### config.mk
export PLATFORM = sky130hd
export DESIGN_NAME = prpb_ctrl
export DESIGN_NICKNAME = d
export VERILOG_FILES = /design/src/design/periodic_radial_profile_binner_core_macros.svh /design/src/design/prpb_pkg.sv /design/src/design/prpb_ctrl.sv
export SDC_FILE = /design/constraint.sdc
export NUM_CORES = 1
export LEC_CHECK = 0
export BUFFER_PORTS_ARGS = -buffer_cell sky130_fd_sc_hd__buf_2
export CAP_MARGIN = 40
export CORE_UTILIZATION = 48
export DETAILED_ROUTE_END_ITERATION = 6
export PLACE_DENSITY = 0.85
export SETUP_SLACK_MARGIN = 0.2
export SYNTH_ARGS = -nofsm -noshare
export SYNTH_HDL_FRONTEND = slang
export SYNTH_SLANG_ARGS = --single-unit
### constraint.sdc
create_clock -name clk -period 1.8 [get_ports clk]
set_input_delay 0.09 -clock clk [delete_from_list [all_inputs] [get_ports clk]]
set_output_delay 0.09 -clock clk [all_outputs]
set_load 0.05 [all_outputs]
### src/design/periodic_radial_profile_binner_core_macros.svh
// ---------------------------------------------------------------------------
// Assertion macros for the radial profile binner
// Immediate-implication and next-cycle checks; empty in synthesis builds.
// ---------------------------------------------------------------------------
`ifndef PERIODIC_RADIAL_PROFILE_BINNER_CORE_MACROS_SVH
`define PERIODIC_RADIAL_PROFILE_BINNER_CORE_MACROS_SVH
`ifndef SYNTHESIS
`define PRPB_ASSERT_IMP(lbl, clk_s, rst_s, ante, cons) \
  lbl: assert property (@(posedge clk_s) disable iff (rst_s) (ante) |-> (cons)) \
    else $error("prpb check failed");
`define PRPB_ASSERT_NXT(lbl, clk_s, rst_s, ante, cons) \
  lbl: assert property (@(posedge clk_s) disable iff (rst_s) (ante) |=> (cons)) \
    else $error("prpb check failed");
`else
`define PRPB_ASSERT_IMP(lbl, clk_s, rst_s, ante, cons)
`define PRPB_ASSERT_NXT(lbl, clk_s, rst_s, ante, cons)
`endif
`endif

### src/design/prpb_pkg.sv
// ---------------------------------------------------------------------------
// prpb_pkg
// Shared types and constants of the radial profile binner.
// ---------------------------------------------------------------------------
package prpb_pkg;

  localparam int POS_W     = 30;
  localparam int CFG_W     = 30;
  localparam int BINC_W    = 7;
  localparam int HALOC_W   = 11;
  localparam int CNT_W     = 32;
  localparam int SQ_W      = 62;
  localparam int ROOT_W    = 31;
  localparam int DIV_BITS  = 7;
  localparam int PROD_W    = 37;
  localparam int STEP_W    = 5;
  localparam int IDX_EXT_W = 17;
  localparam int BIN_EXT_W = 9;
  localparam int AXES       = 3;
  localparam int SQRT_STEPS = 31;

  localparam logic [1:0] FUNC_LOAD     = 2'd0;
  localparam logic [1:0] FUNC_PARTICLE = 2'd1;
  localparam logic [1:0] FUNC_READ     = 2'd2;

  localparam logic [1:0] CFG_BOX   = 2'd0;
  localparam logic [1:0] CFG_WIDTH = 2'd1;
  localparam logic [1:0] CFG_BINS  = 2'd2;
  localparam logic [1:0] CFG_HALOS = 2'd3;

  localparam logic [CFG_W-1:0]   BOX_RESET   = 30'h3FFF_FFFF;
  localparam logic [CFG_W-1:0]   WIDTH_RESET = 30'd4096;
  localparam logic [BINC_W-1:0]  BINS_RESET  = 7'd10;
  localparam logic [HALOC_W-1:0] HALOS_RESET = 11'd0;

  typedef enum logic [3:0] {
    ST_CLEAR, ST_IDLE, ST_LOAD, ST_RD, ST_RD_OUT, ST_PSTART, ST_CRD, ST_FOLD,
    ST_SQ, ST_SQI, ST_SQRT, ST_DIVI, ST_DIV, ST_CHK, ST_UPD, ST_NEXT
  } state_t;

  typedef struct packed {
    logic       clr_write;
    logic       latch_item;
    logic       load_write;
    logic       cnt_read;
    logic       out_load;
    logic       halo_start;
    logic       halo_next;
    logic       centre_read;
    logic       fold;
    logic [1:0] axis;
    logic       square;
    logic       first;
    logic       sqrt_init;
    logic       sqrt_step;
    logic       div_init;
    logic       div_step;
    logic       upd_read;
    logic       upd_write;
  } cmd_t;

  typedef struct packed {
    logic [1:0] func;
    logic       clr_last;
    logic       skip;
    logic       in_range;
    logic       halo_last;
    logic       out_free;
  } stat_t;

endpackage

### src/design/prpb_ctrl.sv
// ---------------------------------------------------------------------------
// prpb_ctrl
// Sequencer: clear pass, item dispatch and the per-halo particle steps.
// ---------------------------------------------------------------------------
module prpb_ctrl import prpb_pkg::*; (
  input  logic  clk,
  input  logic  rst,
  input  logic  in_valid,
  output logic  in_ready,
  input  stat_t stat,
  output cmd_t  cmd
);

  state_t state, state_next;
  logic [STEP_W-1:0] step, step_next;

  always_ff @(posedge clk) begin
    if (rst) begin
      state <= ST_CLEAR;
      step  <= '0;
    end else begin
      state <= state_next;
      step  <= step_next;
    end
  end

  always_comb begin
    state_next = state;
    unique case (state)
      ST_CLEAR:  if (stat.clr_last) state_next = ST_IDLE;
      ST_IDLE: begin
        if (in_valid) begin
          case (stat.func)
            FUNC_LOAD:     state_next = ST_LOAD;
            FUNC_PARTICLE: state_next = ST_PSTART;
            FUNC_READ:     state_next = ST_RD;
            default:       state_next = ST_IDLE;
          endcase
        end
      end
      ST_LOAD:   state_next = ST_IDLE;
      ST_RD:     state_next = ST_RD_OUT;
      ST_RD_OUT: if (stat.out_free) state_next = ST_IDLE;
      ST_PSTART: state_next = stat.skip ? ST_IDLE : ST_CRD;
      ST_CRD:    state_next = ST_FOLD;
      ST_FOLD:   state_next = ST_SQ;
      ST_SQ:     state_next = (step == STEP_W'(AXES - 1)) ? ST_SQI : ST_FOLD;
      ST_SQI:    state_next = ST_SQRT;
      ST_SQRT:   if (step == STEP_W'(SQRT_STEPS - 1)) state_next = ST_DIVI;
      ST_DIVI:   state_next = ST_DIV;
      ST_DIV:    if (step == STEP_W'(DIV_BITS - 1)) state_next = ST_CHK;
      ST_CHK:    state_next = stat.in_range ? ST_UPD : ST_NEXT;
      ST_UPD:    state_next = ST_NEXT;
      ST_NEXT:   state_next = stat.halo_last ? ST_IDLE : ST_CRD;
      default:   state_next = ST_IDLE;
    endcase
  end

  always_comb begin
    cmd       = '0;
    step_next = step;
    in_ready  = 1'b0;
    unique case (state)
      ST_CLEAR:  cmd.clr_write = 1'b1;
      ST_IDLE: begin
        in_ready       = 1'b1;
        cmd.latch_item = in_valid;
      end
      ST_LOAD:   cmd.load_write = 1'b1;
      ST_RD:     cmd.cnt_read = 1'b1;
      ST_RD_OUT: cmd.out_load = stat.out_free;
      ST_PSTART: cmd.halo_start = !stat.skip;
      ST_CRD: begin
        cmd.centre_read = 1'b1;
        step_next       = '0;
      end
      ST_FOLD: begin
        cmd.fold = 1'b1;
        cmd.axis = step[1:0];
      end
      ST_SQ: begin
        cmd.square = 1'b1;
        cmd.first  = (step == '0);
        step_next  = (step == STEP_W'(AXES - 1)) ? '0 : step + 1'b1;
      end
      ST_SQI:    cmd.sqrt_init = 1'b1;
      ST_SQRT: begin
        cmd.sqrt_step = 1'b1;
        step_next     = (step == STEP_W'(SQRT_STEPS - 1)) ? '0 : step + 1'b1;
      end
      ST_DIVI:   cmd.div_init = 1'b1;
      ST_DIV: begin
        cmd.div_step = 1'b1;
        step_next    = (step == STEP_W'(DIV_BITS - 1)) ? '0 : step + 1'b1;
      end
      ST_CHK:    cmd.upd_read = stat.in_range;
      ST_UPD:    cmd.upd_write = 1'b1;
      ST_NEXT:   cmd.halo_next = !stat.halo_last;
      default:   cmd = '0;
    endcase
  end

endmodule

==> flow_summary.yaml <==
routing:
  first_pass_iters: 7
  vias_per_cell: 6.26
  ant_nets: 0
  routedWlPerCell_um: 16.5
  first_iter_violations: 64
  drcViolationCount: 3
  vias: 1089
  routed_wl_mm: 2.87
sta:
  layout_setup_ws_ns: 0.175
  slew_headroom_pct: 79.6
  worst_pin_slew_ns: 0.299
  min_period_ns: 1.63
  setup_viol: 0
  fin_crit_sh_pct: 90.3
  fin_skew_ns: 0.00178
  max_clock_freq_ghz: 0.615
  slew_viol_final: 0
  rsz0062_at_grt: "true"
  final_hold_viol_count: 0
global_routing:
  gr-total-overflow: 0
  grt_pass1_vias: 827
  grt_first_pass_wirelength_mm: 3.84
  grt_start_max_net_pins: 15
  grt_use_total_pct: 26.1
  antenna_found_initial: 0
yosys:
  yosysSeqAreaShare_pct: 21.2
  syn_inst: 117
  synth_area_um2: 848
  syn_nets: 130
  syn_avg_cell_area_um2: 7.25
  ys.warnings.count: 0
  ys.flop_type: "dfxtp_1"
  async_flop_share_pct: 0
  synth_edf_count: 0
  ys_types: 43
  ys_seq_elements: 9
worst_setup_path:
  cp_top_family: "compound AO/OA/AOI/OAI gates"
  required_ns: 1.95
  cp.arrival_ns: 1.78
  critPathSlowestCell: "dfxtp_4"
  worst_setup_path_end_kind: "register"
  critPathMaxStageDelay_ns: 0.36
  critPathLaunchType: "register"
  worstSetupPathType: "reg -> reg"
  crit_path_cell_trace: "inv_4, ha_4, nand4_1, a32oi_2, buf_4, nand2_4, a22oi_2, nor2_1"
  critPathBufInv: 2
  crit_fanout: 5
layout:
  final_util_pct: 81.2
  area_delta_synth_final_pct: 50.9
  final_nets: 172
  diodes: 0
  drive_gt1_share_pct: 48.1
  layout.cells.non_filler: 174
clock_network:
  cts-root-buf: "clkbuf_4"
  clock_latency_ns: 0.27
  cts_num_sinks: 9
  ctsHoldBuffers: 0
  clk_path_buf_depth: 2
  clk_pin_slew_ns: 0.07
  cts_tree: "built"
  cts.htree.levels: 1
  cts_made_buffers: 3
die:
  fp.dieW_um: 44.0
  rows: 14
  floorplan.initialDensity_pct: 53.8
  dieArea_um2: 1940
  die_h_um: 44.0
  boundaryPins: 30
  coreArea_um2: 1580
worst_hold_path:
  hp-class: "in -> reg"
placed_design:
  hpwlAfterDp_mm: 1.82
  port_buffers: 29
  dp_slack_ns: 0.0728
  placedCellCount: 162
  gp_congestion: 0.965
power:
  power_uw: 497
  power.density_nw_per_um2: 388
  vdd_ir_drop_max_mv: 0.402
  static-leakage-power_uw: 0.000554
outcome:
  violations: "design-rule violations"
  outcome: "finished, violations left"
run:
  maxCapViolations: 0
==> cell usage after synthesis (all sizes together) (2+ instances only) <==
library cell | n | area, µm²
buf | 7 | 42.5
nand2 | 13 | 51.3
o21ai | 8 | 40.0
nor3 | 12 | 65.1
o221ai | 2 | 17.5
o211ai | 2 | 15.0
and3 | 2 | 17.5
nor2 | 14 | 52.6
nand3 | 3 | 15.0
inv | 4 | 15.0
mux2i | 2 | 20.0
a21oi | 6 | 33.8
and2 | 5 | 31.3
ha | 3 | 37.5
nand2b | 6 | 37.5
dfxtp | 9 | 180
==> final timing paths <==
check / start / end / slack (ns) / depth (start not counted)
hold / removal: rst / state[0]$_SDFFE_PP0P_ / 0.12 / 2
setup / recovery: step[0]$_SDFFE_PP0P_ / step[1]$_SDFFE_PP0P_ / 0.17 / 8
hold reg to reg: step[4]$_SDFFE_PP0P_ / step[4]$_SDFFE_PP0P_ / 0.54 / 2
setup reg to reg: step[0]$_SDFFE_PP0P_ / step[1]$_SDFFE_PP0P_ / 0.17 / 8
==> per-layer routing <==
| metal | GRT usage (%) | wire length (µm) | vias to the layer above |
|---|---|---|---|
| met5 | 0 | 0 | - |
| met4 | 5.45 | 102 | 0 |
| met3 | 4.90 | 207 | 14 |
| met2 | 41.8 | 1420 | 73 |
| met1 | 36.9 | 1130 | 497 |
| li1 | - | - | 505 |
==> metrics by stage <==
step	cell area, µm²	hold WS, ns	setup TNS (ns)
2_1_floorplan	905	0.244	-0.973
3_3_place_gp	1080	0.397	0
3_5_place_dp	1080	0.398	0
4_1_cts	1140	0.108	0
5_1_grt	1280	0.123	0
6_report	1280	0.117	0
==> sequential cells by signal, indices dropped and copies added, names as in the netlist <==
register	cells
step	5
state	4
==> power by group <==
part / internal [µW] / switching [µW] / leakage [µW]
Sequential: 195 / 6.94 / 0.0000771
Combinational: 52.6 / 78.5 / 0.000459
Clock: 82.3 / 81.3 / 0.0000177
Total: 330 / 167 / 0.000554
==> cell type report <==
type                    instances  area (µm²)
multi-input cells              96         711
repair buffers                 45         304
fillers                        86         297
flip-flops and latches          9         200
clock buffers                   3        22.5
well taps                      16        20.0
inverters                       4        17.5
clock inverters                 1        5.00
==> placed cells by master, fill, tap and decap left out, types with 2 or more instances in the layout <==
master	synthesis	layout
ha_1	3	2
o21ai_0	3	2
nor3_1	11	7
a21oi_1	5	5
buf_4	1	17
o211ai_1	2	2
o21ai_1	5	6
buf_6	1	3
nor3_4	0	4
nand2_1	12	10
mux2i_1	2	2
nor2_1	14	13
dfxtp_1	9	3
inv_1	4	3
dfxtp_4	0	5
buf_2	4	21
and2_1	5	4
and3_4	1	2
o221ai_1	2	2
nand3_1	3	3
nand2b_1	6	6
clkbuf_4	0	6
nand2_2	1	2
==> cells by family (layout without fill, tap and decap cells) <==
| group | after synthesis | count (layout) | share of synthesized area (%) |
|---|---|---|---|
| xor+xnor | 1 | 1 | 1.03 |
| buf+inv | 12 | 53 | 7.23 |
| mux | 2 | 2 | 2.36 |
| fa+ha+maj | 3 | 3 | 4.43 |
| flops | 9 | 9 | 21.2 |
| simple gates | 64 | 64 | 41.6 |
| compound gates | 26 | 26 | 22.1 |
==> timing repair <==
item                       CTS  global route
gates resized for setup     13            26
pin swaps                    2            11
buffers inserted             1             7
setup endpoints to repair   25            18
Note: power is estimated with default switching activity, not from simulation.
